**src/hw/rtl/lsch_pkg.sv**
```systemverilog
// lottery scheduler package: field widths, request kinds and result status codes
// no dependencies; imported by every module of the scheduler
package lsch_pkg;

    localparam int SLOTS_DEF = 8;

    // field widths of a request and a result
    localparam int MODE_W  = 1;
    localparam int SLOT_FW = 3;
    localparam int TIX_W   = 8;
    localparam int REM_W   = 16;
    localparam int RND_W   = 31;
    localparam int STAT_W  = 2;

    localparam int IN_DATA_W  = 64;
    localparam int OUT_DATA_W = 24;

    // request kinds carried on tuser
    localparam logic [MODE_W-1:0] MODE_LOAD = 1'b0;
    localparam logic [MODE_W-1:0] MODE_DRAW = 1'b1;

    // result status codes
    localparam logic [STAT_W-1:0] ST_RAN        = 2'd0;
    localparam logic [STAT_W-1:0] ST_WASTED     = 2'd1;
    localparam logic [STAT_W-1:0] ST_ALL_DONE   = 2'd2;
    localparam logic [STAT_W-1:0] ST_NO_TICKETS = 2'd3;

endpackage

```
**src/hw/rtl/lsch_sub.sv**
```systemverilog
// shared subtract and compare unit of the lottery scheduler
// depends on lsch_pkg; used for the modulo steps and the slot walk
module lsch_sub
    import lsch_pkg::*;
#(
    parameter int WIDTH = 12
)
(
    input  logic [WIDTH-1:0] a,
    input  logic [WIDTH-1:0] b,
    output logic [WIDTH-1:0] diff,
    output logic             borrow   // a < b
);

    logic [WIDTH:0] full;

    assign full   = {1'b0, a} - {1'b0, b};
    assign diff   = full[WIDTH-1:0];
    assign borrow = full[WIDTH];

endmodule

```
**src/hw/rtl/lsch_slot_mem.sv**
```systemverilog
// slot table of the lottery scheduler: tickets and remaining time per slot
// depends on lsch_pkg; one write port, one registered read port, valid bits per entry
module lsch_slot_mem
    import lsch_pkg::*;
#(
    parameter int SLOTS  = SLOTS_DEF,
    parameter int SLOT_W = 3
)
(
    input  logic                     clk,
    input  logic                     rst_n,
    input  logic                     wr_en,
    input  logic [SLOT_W-1:0]        wr_addr,
    input  logic [TIX_W+REM_W-1:0]   wr_data,
    input  logic [SLOT_W-1:0]        rd_addr,
    output logic [TIX_W+REM_W-1:0]   rd_data
);

    localparam int DATA_W = TIX_W + REM_W;

    logic [DATA_W-1:0] mem [SLOTS];
    logic [SLOTS-1:0]  valid_reg;
    logic [DATA_W-1:0] rd_data_reg;

    // entries never written since reset read as zero
    always_ff @(posedge clk or negedge rst_n)
    begin
        if (!rst_n)
        begin
            valid_reg   <= '0;
            rd_data_reg <= '0;
        end
        else
        begin
            if (wr_en)
            begin
                valid_reg[wr_addr] <= 1'b1;
            end
            rd_data_reg <= valid_reg[rd_addr] ? mem[rd_addr] : '0;
        end
    end

    always_ff @(posedge clk)
    begin
        if (wr_en)
        begin
            mem[wr_addr] <= wr_data;
        end
    end

    assign rd_data = rd_data_reg;

endmodule

```
**src/hw/rtl/lottery_scheduler.sv**
```systemverilog
// lottery scheduler top level: request decode, sequencer and result register
// depends on lsch_pkg, lsch_sub and lsch_slot_mem
// a load updates the slot table and gives no result; a draw that ends early (all done or no
// tickets) shows its result in the cycle after the request; a full draw runs the restoring
// modulo steps, then walks the slots from slot 0 up to the winner, all on the one shared subtractor
// one request at a time; the next request is taken once the result is taken or a load is written
// reset: asynchronous, active low; clears the ticket total, per-slot valid and alive bits
module lottery_scheduler
    import lsch_pkg::*;
#(
    parameter int SLOTS = SLOTS_DEF
)
(
    input  logic                  clk,
    input  logic                  rst_n,
    // request channel
    input  logic                  s_tvalid,
    output logic                  s_tready,
    input  logic [IN_DATA_W-1:0]  s_tdata,   // slot, ticket_count, burst_length, random_value
    input  logic [MODE_W-1:0]     s_tuser,   // mode
    // result channel
    output logic                  m_tvalid,
    input  logic                  m_tready,
    output logic [OUT_DATA_W-1:0] m_tdata    // chosen_slot, status, finished_now, time_left
);

    localparam int SLOT_W = (SLOTS > 1) ? $clog2(SLOTS) : 1;
    localparam int TOT_W  = $clog2(SLOTS * ((1 << TIX_W) - 1) + 1);
    localparam int SUB_W  = TOT_W + 1;
    localparam int CNT_W  = $clog2(RND_W);
    localparam int DATA_W = TIX_W + REM_W;

    typedef enum logic [2:0] {
        S_IDLE,
        S_LOAD,
        S_DIV,
        S_WALK,
        S_OUT
    } state_t;

    // request fields
    logic [SLOT_FW-1:0] in_slot;
    logic [TIX_W-1:0]   in_tix;
    logic [REM_W-1:0]   in_burst;
    logic [RND_W-1:0]   in_rnd;
    logic               in_fire;
    logic               in_slot_ok;
    logic [SLOT_W+SLOT_FW-1:0] in_slot_wide;
    logic [SLOT_W-1:0]  in_addr;

    assign in_slot  = s_tdata[2:0];
    assign in_tix   = s_tdata[10:3];
    assign in_burst = s_tdata[26:11];
    assign in_rnd   = s_tdata[57:27];
    assign in_fire  = s_tvalid && s_tready;

    // slots at or beyond SLOTS are ignored by a load
    assign in_slot_ok   = (32'(in_slot) < SLOTS);
    assign in_slot_wide = {{SLOT_W{1'b0}}, in_slot};
    assign in_addr      = in_slot_wide[SLOT_W-1:0];

    // sequencer and datapath registers
    state_t             state_reg,  state_next;
    logic [TOT_W-1:0]   total_reg,  total_next;
    logic [SLOTS-1:0]   alive_reg,  alive_next;    // slot has time left
    logic [SLOT_W-1:0]  addr_reg,   addr_next;     // load slot, then walk index
    logic [TIX_W-1:0]   tix_reg,    tix_next;
    logic [REM_W-1:0]   burst_reg,  burst_next;
    logic [RND_W-1:0]   rnd_reg,    rnd_next;      // dividend, shifted out msb first
    logic [TOT_W-1:0]   rem_reg,    rem_next;      // remainder, then walk residue
    logic [CNT_W-1:0]   cnt_reg,    cnt_next;
    logic [OUT_DATA_W-1:0] out_reg, out_next;

    // memory and shared unit hookup
    logic               wr_en;
    logic [SLOT_W-1:0]  wr_addr;
    logic [DATA_W-1:0]  wr_data;
    logic [SLOT_W-1:0]  rd_addr;
    logic [DATA_W-1:0]  rd_data;
    logic [TIX_W-1:0]   rd_tix;
    logic [REM_W-1:0]   rd_rem;
    logic [SUB_W-1:0]   sub_a;
    logic [SUB_W-1:0]   sub_b;
    logic [SUB_W-1:0]   sub_diff;
    logic               sub_borrow;

    logic [SUB_W-1:0]   div_shift;
    logic [REM_W-1:0]   rem_dec;
    logic               walk_last;
    logic               walk_hit;
    logic [SLOT_W+SLOT_FW-1:0] pick_wide;
    logic [SLOT_FW-1:0] pick_slot;

    assign rd_tix    = rd_data[REM_W +: TIX_W];
    assign rd_rem    = rd_data[REM_W-1:0];
    assign div_shift = {rem_reg, rnd_reg[RND_W-1]};
    assign rem_dec   = rd_rem - REM_W'(1);
    assign walk_last = (addr_reg == SLOT_W'(SLOTS - 1));
    assign walk_hit  = sub_borrow || walk_last;
    assign pick_wide = {{SLOT_FW{1'b0}}, addr_reg};
    assign pick_slot = pick_wide[SLOT_FW-1:0];

    // operand select for the shared subtractor
    always_comb
    begin
        if (state_reg == S_DIV)
        begin
            // restoring step: shifted remainder against the ticket total
            sub_a = div_shift;
            sub_b = {1'b0, total_reg};
        end
        else
        begin
            // walk step: residue of the winning ticket against this slot's tickets
            sub_a = {1'b0, rem_reg};
            sub_b = SUB_W'(rd_tix);
        end
    end

    lsch_sub #(
        .WIDTH (SUB_W)
    ) u_sub (
        .a      (sub_a),
        .b      (sub_b),
        .diff   (sub_diff),
        .borrow (sub_borrow)
    );

    lsch_slot_mem #(
        .SLOTS  (SLOTS),
        .SLOT_W (SLOT_W)
    ) u_mem (
        .clk     (clk),
        .rst_n   (rst_n),
        .wr_en   (wr_en),
        .wr_addr (wr_addr),
        .wr_data (wr_data),
        .rd_addr (rd_addr),
        .rd_data (rd_data)
    );

    always_comb
    begin
        state_next = state_reg;
        total_next = total_reg;
        alive_next = alive_reg;
        addr_next  = addr_reg;
        tix_next   = tix_reg;
        burst_next = burst_reg;
        rnd_next   = rnd_reg;
        rem_next   = rem_reg;
        cnt_next   = cnt_reg;
        out_next   = out_reg;
        wr_en      = 1'b0;
        wr_addr    = addr_reg;
        wr_data    = {tix_reg, burst_reg};
        rd_addr    = '0;

        unique case (state_reg)
            S_IDLE:
            begin
                // read the addressed slot so a load sees its old tickets next cycle
                rd_addr = in_addr;
                if (in_fire)
                begin
                    addr_next  = in_addr;
                    tix_next   = in_tix;
                    burst_next = in_burst;
                    rnd_next   = in_rnd;
                    rem_next   = '0;
                    cnt_next   = '0;
                    if (s_tuser == MODE_LOAD)
                    begin
                        if (in_slot_ok)
                        begin
                            state_next = S_LOAD;
                        end
                    end
                    else if (alive_reg == '0)
                    begin
                        out_next   = {2'b00, 16'd0, 1'b0, ST_ALL_DONE, 3'd0};
                        state_next = S_OUT;
                    end
                    else if (total_reg == '0)
                    begin
                        out_next   = {2'b00, 16'd0, 1'b0, ST_NO_TICKETS, 3'd0};
                        state_next = S_OUT;
                    end
                    else
                    begin
                        state_next = S_DIV;
                    end
                end
            end

            S_LOAD:
            begin
                // reload replaces the slot's old tickets in the total
                total_next = total_reg - TOT_W'(rd_tix) + TOT_W'(tix_reg);
                alive_next[addr_reg] = (burst_reg != '0);
                wr_en      = 1'b1;
                state_next = S_IDLE;
            end

            S_DIV:
            begin
                rem_next = sub_borrow ? div_shift[TOT_W-1:0] : sub_diff[TOT_W-1:0];
                rnd_next = {rnd_reg[RND_W-2:0], 1'b0};
                cnt_next = cnt_reg + CNT_W'(1);
                if (cnt_reg == CNT_W'(RND_W - 1))
                begin
                    // slot 0 is read now for the first walk step
                    addr_next  = '0;
                    state_next = S_WALK;
                end
            end

            S_WALK:
            begin
                rd_addr = addr_reg + SLOT_W'(1);
                if (walk_hit)
                begin
                    if (rd_rem != '0)
                    begin
                        wr_en   = 1'b1;
                        wr_data = {rd_tix, rem_dec};
                        if (rem_dec == '0)
                        begin
                            alive_next[addr_reg] = 1'b0;
                        end
                        out_next = {2'b00, rem_dec, (rem_dec == '0), ST_RAN, pick_slot};
                    end
                    else
                    begin
                        // winner already finished: draw is wasted
                        out_next = {2'b00, 16'd0, 1'b0, ST_WASTED, pick_slot};
                    end
                    state_next = S_OUT;
                end
                else
                begin
                    rem_next  = sub_diff[TOT_W-1:0];
                    addr_next = addr_reg + SLOT_W'(1);
                end
            end

            S_OUT:
            begin
                if (m_tready)
                begin
                    state_next = S_IDLE;
                end
            end

            default:
            begin
                state_next = S_IDLE;
            end
        endcase
    end

    always_ff @(posedge clk or negedge rst_n)
    begin
        if (!rst_n)
        begin
            state_reg <= S_IDLE;
            total_reg <= '0;
            alive_reg <= '0;
            addr_reg  <= '0;
            tix_reg   <= '0;
            burst_reg <= '0;
            rnd_reg   <= '0;
            rem_reg   <= '0;
            cnt_reg   <= '0;
            out_reg   <= '0;
        end
        else
        begin
            state_reg <= state_next;
            total_reg <= total_next;
            alive_reg <= alive_next;
            addr_reg  <= addr_next;
            tix_reg   <= tix_next;
            burst_reg <= burst_next;
            rnd_reg   <= rnd_next;
            rem_reg   <= rem_next;
            cnt_reg   <= cnt_next;
            out_reg   <= out_next;
        end
    end

    assign s_tready = (state_reg == S_IDLE);
    assign m_tvalid = (state_reg == S_OUT);
    assign m_tdata  = out_reg;

    // request and result sides are never open in the same cycle
    a_one_side: assert property (@(posedge clk) disable iff (!rst_n)
        !(s_tready && m_tvalid))
        else $error("request and result sides open together");

    // modulo result lies below the ticket total when the walk starts
    a_rem_range: assert property (@(posedge clk) disable iff (!rst_n)
        (state_reg == S_WALK && $past(state_reg) == S_DIV) |-> (rem_reg < total_reg))
        else $error("winning ticket not below ticket total");

    // a finished flag comes only with a ran status and zero time left
    a_fin_ran: assert property (@(posedge clk) disable iff (!rst_n)
        (m_tvalid && m_tdata[5]) |-> (m_tdata[4:3] == ST_RAN && m_tdata[21:6] == 16'd0))
        else $error("finished flag without ran status");

    // early results carry no slot and no time
    a_early_zero: assert property (@(posedge clk) disable iff (!rst_n)
        (m_tvalid && (m_tdata[4:3] == ST_ALL_DONE || m_tdata[4:3] == ST_NO_TICKETS))
            |-> (m_tdata[2:0] == 3'd0 && m_tdata[21:5] == 17'd0))
        else $error("early result carries slot or time");

endmodule
```
**config.mk**
```make
export PLATFORM = sky130hd
export DESIGN_NAME = lottery_scheduler
export DESIGN_NICKNAME = d
export VERILOG_FILES = /design/src/hw/rtl/lsch_pkg.sv /design/src/hw/rtl/lsch_sub.sv /design/src/hw/rtl/lsch_slot_mem.sv /design/src/hw/rtl/lottery_scheduler.sv
export SDC_FILE = /design/constraint.sdc
export NUM_CORES = 1
export LEC_CHECK = 0
export ABC_AREA = 0
export CAP_MARGIN = 40
export CORE_MARGIN = 10
export CORE_UTILIZATION = 30
export CTS_CLUSTER_DIAMETER = 40
export DETAILED_ROUTE_END_ITERATION = 8
export DONT_BUFFER_PORTS = 1
export PLACE_DENSITY = 0.44
export SYNTH_ARGS = -nofsm -noshare
export SYNTH_HDL_FRONTEND = slang
export SYNTH_SLANG_ARGS = --single-unit
```
**constraint.sdc**
```tcl
create_clock -name clk -period 7.8 [get_ports clk]
set_input_delay 1.56 -clock clk [delete_from_list [all_inputs] [get_ports clk]]
set_output_delay 1.56 -clock clk [all_outputs]
set_load 0.01 [all_outputs]
```
==> results of run 1 <==
==> cell families after synthesis <==
kind of cell / after synthesis / share of synthesized area [%]
AOI/OAI and AO/OA: 225 / 9.54
buffers and inverters: 115 / 3.08
xor gates and xnor gates: 29 / 1.63
and+or+nand+nor: 440 / 12.3
DFF: 342 / 61.1
muxes: 75 / 8.88
adders and majority gates: 38 / 3.48
other: 1 / 0.0241
==> area by class of cell <==
cell class | instances | area (um^2) | share of cell area (%)
flip-flops and latches | 342 | 9520 | 51.0
multi-input cells | 809 | 5680 | 30.4
clock inverters | 39 | 566 | 3.03
well taps | 680 | 851 | 4.56
inverters | 51 | 191 | 1.03
repair buffers | 28 | 215 | 1.15
clock buffers | 74 | 1640 | 8.78
==> critical path: cells and delay by family, from the launching register on <==
kind | cells | cell delay (ns)
adder cells (fa/ha/maj) | 1 | 0.50
AO/OA/AOI/OAI | 4 | 1.61
buffers and inverters | 3 | 1.05
AND/OR/NAND/NOR | 2 | 0.88
flip-flops | 1 | 0.57
multiplexers | 1 | 0.20
==> layer usage <==
layer / routed length [um] / share of wire, % / track usage, % / up-vias
li1: - / - / - / 4664
met1: 19100 / 47 / 17.8 / 5001
met5: 12 / 0.029 / 0 / -
met4: 861 / 2.1 / 3.89 / 2
met3: 2570 / 6.3 / 3.91 / 68
met2: 18300 / 45 / 20.9 / 182
==> synthesized netlist by cell type, types with 3 or more instances <==
| cell | count | share of area, % |
|---|---|---|
| a21o_1 | 24 | 1.2 |
| a21oi_1 | 44 | 1.4 |
| a22o_1 | 9 | 0.51 |
| a311o_1 | 3 | 0.19 |
| a31oi_1 | 34 | 1.4 |
| and2_1 | 6 | 0.24 |
| buf_1 | 5 | 0.12 |
| buf_2 | 17 | 0.55 |
| buf_4 | 7 | 0.34 |
| clkbuf_1 | 35 | 0.84 |
| dfrtp_1 | 150 | 24 |
| edfxtp_1 | 192 | 37 |
| fa_1 | 9 | 1.2 |
| ha_1 | 29 | 2.3 |
| inv_1 | 50 | 1.2 |
| mux2_2 | 3 | 0.22 |
| mux2i_1 | 21 | 1.3 |
| mux4_2 | 50 | 7.2 |
| nand2_1 | 273 | 6.6 |
| nand2b_1 | 4 | 0.16 |
| nand3_1 | 19 | 0.61 |
| nand4_1 | 7 | 0.28 |
| nor2_1 | 65 | 1.6 |
| nor2b_1 | 6 | 0.24 |
| nor3_1 | 20 | 0.64 |
| nor3b_1 | 4 | 0.19 |
| nor4_1 | 12 | 0.48 |
| o21a_1 | 5 | 0.24 |
| o21ai_0 | 66 | 2.1 |
| o2bb2ai_1 | 5 | 0.28 |
| or2_2 | 9 | 0.36 |
| or3_1 | 4 | 0.16 |
| xnor2_1 | 16 | 0.90 |
| xor2_1 | 13 | 0.73 |
==> per-stage QoR <==
stage | hold WS (ns) | utilization (%)
after CTS | 0.470 | 36.3
after global placement | 0.447 | 31.9
after detailed placement | 0.449 | 32.0
after floorplan | 0.434 | -
after global routing | 0.487 | 36.3
final | 0.461 | 36.3
==> power by group through the flow <==
stage | Clock, mW | Combinational, mW | Sequential [mW]
after floorplan | 0 | 3.13 | 2.93
after global placement | 0 | 4.07 | 3.11
after detailed placement | 0 | 4.12 | 3.11
after CTS | 2.88 | 4.15 | 3.08
after global routing | 2.97 | 4.61 | 3.15
final | 2.82 | 4.09 | 3.07
==> worst max-delay path by stage <==
stage | start | end | slack [ns] | depth (start not counted)
after floorplan | state_reg[0] | alive_reg[0] | 2.30 | 14
after global routing | state_reg[2] | u_mem.mem[2][18] | 2.23 | 13
after detailed placement | state_reg[0] | u_mem.mem[2][7] | 2.58 | 11
after global placement | state_reg[0] | u_mem.mem[6][12] | 2.42 | 9
final | state_reg[2] | u_mem.mem[2][19] | 2.63 | 11
after CTS | state_reg[2] | u_mem.mem[2][19] | 2.56 | 11
==> flow_metrics.py, run 1 <==
metrics = {
    "placement": {
        "dp.cells": 1908,
        "placed_area_um2": 16400,
        "dpl_worst_slack_ns": 2.58,
        "numPortBuffers": 0,
        "dpl.hpwl_um": 26300,
        "gp_congestion": 0.824,
    },
    "finish": {
        "final_cell_mix": "272 x nand2_1, 192 x edfxtp_1, 150 x dfrtp_1, 64 x nor2_1, 63 x clkbuf_16",
        "antenna_cells": 0,
        "nets": 1399,
        "final_area_um2": 18700,
        "fillCellCount": 5003,
        "syn_to_final_growth_pct": 19.7,
        "drive_above_1_share_pct": 16.0,
        "largest_reg_flops": 192,
        "mostFrequentLayoutCell": "nand2_1",
        "final_cells": 2023,
    },
    "synth": {
        "synthesis.instances": 1265,
        "synth_area_um2": 15600,
        "yosysSeqAreaShare_pct": 61.1,
        "synth_flop_cell": "edfxtp_1",
        "avgSynthCellArea_um2": 12.3,
        "synth_edf_count": 192,
        "synth_cell_type_count": 71,
        "synth_seq_cells": 342,
        "yosysWarnings": 0,
        "synthArstFlopShare_pct": 43.9,
    },
    "die": {
        "coreArea_um2": 51400,
        "dieArea_um2": 61500,
        "rows": 83,
        "die_h_um": 248,
        "die_width_um": 248,
        "start_util_pct": 30.3,
        "io_pins": 95,
    },
    "sta": {
        "fin_crit_sh_pct": 66.3,
        "drv_slew": 0,
        "finClkSkew_ns": 0.0639,
        "rsz0062_at_grt": "false",
        "period_minus_slack_ns": 5.17,
        "setup_viol": 0,
        "totalNegativeSetupSlack_ns": 0,
        "fmax_mhz": 193,
        "hold_viol_final": 0,
        "worst_slew_pin_slew_ns": 0.870,
        "slew-limit-headroom_pct": 41.4,
        "timing.final.ws_setup_ns": 2.63,
    },
    "setup_path": {
        "reg2reg_slack_ns": 2.63,
        "rr_endpoint": "u_mem.mem[2][19]",
        "cp_common_cell": "buf_4",
        "required_ns": 8.08,
        "crit_arrival_ns": 5.45,
        "r2r_cells": 11,
        "end_kind": "flop",
        "worst-path-max-fanout": 22,
        "start_kind": "flop",
        "path_cells": "nor3b_4, buf_4, mux2i_1, fa_1, a211oi_1, o211ai_1, a32o_2, nor2_2, buf_4, o211a_1, buf_4",
        "path_class": "reg -> reg",
        "worst_path_largest_cell_delay_ns": 0.72,
        "slowest_stage": "nor3b_4",
        "r2r-start": "state_reg[2]",
    },
    "clocking": {
        "cts_buffer_depth": 3,
        "cts_hold_repair.buffers": 0,
        "clock-root-buffer": "clkbuf_16",
        "cts-resized-gates": 0,
        "clock_latency_ns": 0.64,
        "post_cts_buffers": 0,
        "cts_buffers": 60,
        "h-tree-depth": 2,
        "clkTransAtPathRegs_ns": 0.05,
        "cts.sinks": 342,
        "cts_tree": "yes",
    },
    "grt": {
        "grt_pass1_vias": 10300,
        "grt_pass1_wl_um": 63600,
        "grt_max_degree": 151,
        "antenna_found_initial": 1,
        "grt_usage_pct": 13.4,
        "grt_overflow_total": 0,
    },
    "min_path": {
        "hold-path-endpoint": "u_mem.valid_reg[7]",
        "hold_class": "reg -> reg",
        "min_from": "u_mem.valid_reg[7]",
        "holdPathStages": 1,
    },
    "route": {
        "drc": 0,
        "first_iter_violations": 665,
        "vias": 9917,
        "drt_wl_total_um": 40800,
        "drt_first_pass_iters": 5,
        "ant_nets": 0,
        "via_per_inst": 4.90,
        "wl_per_cell_um": 20.2,
    },
    "power": {
        "power.total_mw": 9.99,
        "intPower_mw": 6.09,
        "p_switching_mw": 3.89,
        "p_seq_share_pct": 30.8,
        "pwr-share-comb_pct": 41.0,
        "max-vdd-ir-drop_mv": 0.214,
        "switching_share_pct": 39.0,
        "p_per_area_nw_per_um2": 535,
        "p_leak_nw": 7.26,
        "clockPowerShare_pct": 28.2,
    },
    "status": {
        "outcome": "complete, no violations",
    },
    "run": {
        "cap_viol_max_count": 0,
    },
}
Note: power is estimated with default switching activity, not from simulation.
==> run 2, diff against run 1 <==
- clock period: 7.8 -> 5.1 ns (I/O delays scaled with it)
==> run 2 against run 1 <==
Net effect: global-route usage up 0.13 points; sequential share of layout area is 0.15 points higher; critical endpoint unchanged; hold slack lost 0.33 ns; routed wire length rose by 1.4%; utilization is 0.11 points lower; clock skew is 0.043 ns lower; critical path depth increased by 2; die area unchanged; worst setup slack worse by 2.0 ns; first-iteration DRC count down 14%; maximum frequency is 17% higher; flip-flop and latch count unchanged.
==> flow_metrics.py, run 2 (same netlist as run 1, synthesis figures left out) <==
metrics = {
    "sta": {
        "worst_slew_pin_slew_ns": 0.974,
        "hold_viol_final": 0,
        "finClkSkew_ns": 0.0209,
        "rsz0062_at_grt": "false",
        "slew-limit-headroom_pct": 35.0,
        "fin_crit_sh_pct": 86.7,
        "hold_ws_ns": 0.134,
        "drv_slew": 0,
        "setup_viol": 0,
        "period_minus_slack_ns": 4.42,
        "totalNegativeSetupSlack_ns": 0,
        "fmax_mhz": 226,
    },
    "route": {
        "wl_per_cell_um": 20.4,
        "drt_wl_total_um": 41400,
        "via_per_inst": 4.90,
        "drc": 0,
        "ant_nets": 0,
        "drt_first_pass_iters": 5,
        "vias": 9937,
        "first_iter_violations": 575,
    },
    "placement": {
        "gp_congestion": 0.795,
        "dp.cells": 1920,
        "dpl.hpwl_um": 26400,
        "placed_area_um2": 16600,
        "numPortBuffers": 0,
    },
    "setup_path": {
        "path_class": "reg -> reg",
        "slowest_stage": "dfrtp_1",
        "crit_arrival_ns": 4.70,
        "end_kind": "flop",
        "required_ns": 5.38,
        "worst-path-max-fanout": 14,
        "start_kind": "flop",
        "cp_common_cell": "buf_4",
        "crit_buf_inv": 3,
        "worst_path_largest_cell_delay_ns": 0.59,
        "cp_top_family": "compound AO/OA/AOI/OAI gates",
        "path_cells": "nor2b_1, nand2b_2, o21ai_0, ha_1, inv_1, fa_1, a211oi_1, o211ai_1, a32o_2, nor2_2, buf_4, o211a_1, buf_4",
    },
    "die": {
        "start_util_pct": 30.3,
        "io_pins": 95,
        "die_h_um": 248,
        "rows": 83,
        "coreArea_um2": 51400,
        "die_width_um": 248,
        "dieArea_um2": 61500,
    },
    "clocking": {
        "clock-root-buffer": "clkbuf_16",
        "cts_buffers": 56,
        "post_cts_buffers": 0,
        "clock_latency_ns": 0.60,
        "cts_hold_repair.buffers": 0,
        "cts.sinks": 342,
        "clkTransAtPathRegs_ns": 0.05,
        "cts_tree": "yes",
        "cts-resized-gates": 0,
        "h-tree-depth": 2,
        "cts_buffer_depth": 3,
    },
    "run": {
        "cap_viol_max_count": 0,
    },
    "finish": {
        "largest_reg_flops": 192,
        "nets": 1407,
        "drive_above_1_share_pct": 16.6,
        "syn_to_final_growth_pct": 19.4,
        "mostFrequentLayoutCell": "nand2_1",
        "final_cells": 2027,
        "final_area_um2": 18600,
        "final_cell_mix": "272 x nand2_1, 192 x edfxtp_1, 150 x dfrtp_1, 64 x nor2_1, 62 x o21ai_0",
        "antenna_cells": 0,
    },
    "power": {
        "power.total_mw": 15.0,
        "p_leak_nw": 7.24,
        "p_per_area_nw_per_um2": 808,
        "p_seq_share_pct": 31.2,
        "pwr-share-comb_pct": 42.4,
        "clockPowerShare_pct": 26.4,
        "switching_share_pct": 39.2,
        "p_switching_mw": 5.90,
        "max-vdd-ir-drop_mv": 0.263,
        "intPower_mw": 9.13,
    },
    "grt": {
        "grt_pass1_vias": 10300,
        "grt_usage_pct": 13.5,
        "antenna_found_initial": 1,
        "grt_overflow_total": 0,
        "grt_max_degree": 151,
        "grt_pass1_wl_um": 63500,
    },
    "min_path": {
        "hold_class": "in -> async",
    },
    "status": {
        "outcome": "complete, no violations",
    },
}
-- run 2: cell types whose count changed in the layout (fill, tap and decap cells not counted), moves of 3 or more --
cell,previous run,this run
clkbuf_16,63,58
clkbuf_1,9,2
buf_4,21,30
clkinvlp_4,4,7
buf_12,0,4
clkinv_1,2,5
-- run 2: area by class of cell --
type	count	area (um^2)
clock inverters	43	509
fillers	4973	32800
clock buffers	62	1490
flip-flops and latches	342	9520
multi-input cells	809	5680
inverters	51	191
well taps	680	851
repair buffers	40	368
-- run 2: routing by layer --
metal / up-vias / wire length (um) / GRT usage, %
met1: 5005 / 18700 / 17.9
li1: 4671 / - / -
met4: 2 / 1030 / 5.07
met5: - / 13 / 0
met2: 194 / 19100 / 21.2
met3: 65 / 2460 / 3.27
-- run 2: final timing paths --
path | from | end | slack (ns) | cells past startpoint
max | state_reg[1] | u_mem.mem[2][19] | 0.68 | 13
min | rst_n | rem_reg[4] | 0.13 | 0
max reg2reg | state_reg[1] | u_mem.mem[2][19] | 0.68 | 13
min reg2reg | u_mem.valid_reg[2] | u_mem.valid_reg[2] | 0.46 | 1
max in group asynchronous | rst_n | m_tdata[12] | 4.62 | 0
min in group clk | u_mem.valid_reg[2] | u_mem.valid_reg[2] | 0.46 | 1
-- run 2: stage by stage --
stage / utilization, % / setup WS [ns]
after floorplan: - / -0.397
after global placement: 32.2 / 0.718
after detailed placement: 32.3 / 0.647
after CTS: 36.2 / 0.613
after global routing: 36.2 / 0.234
final: 36.2 / 0.678
-- run 2: power groups by stage --
stage	registers [mW]	logic (mW)	clock network, mW
3_5_place_dp	4.75	6.42	0
4_1_cts	4.71	6.47	4.05
3_3_place_gp	4.74	6.30	0
5_1_grt	4.80	7.18	4.18
6_report	4.69	6.37	3.97
2_1_floorplan	4.48	4.78	0
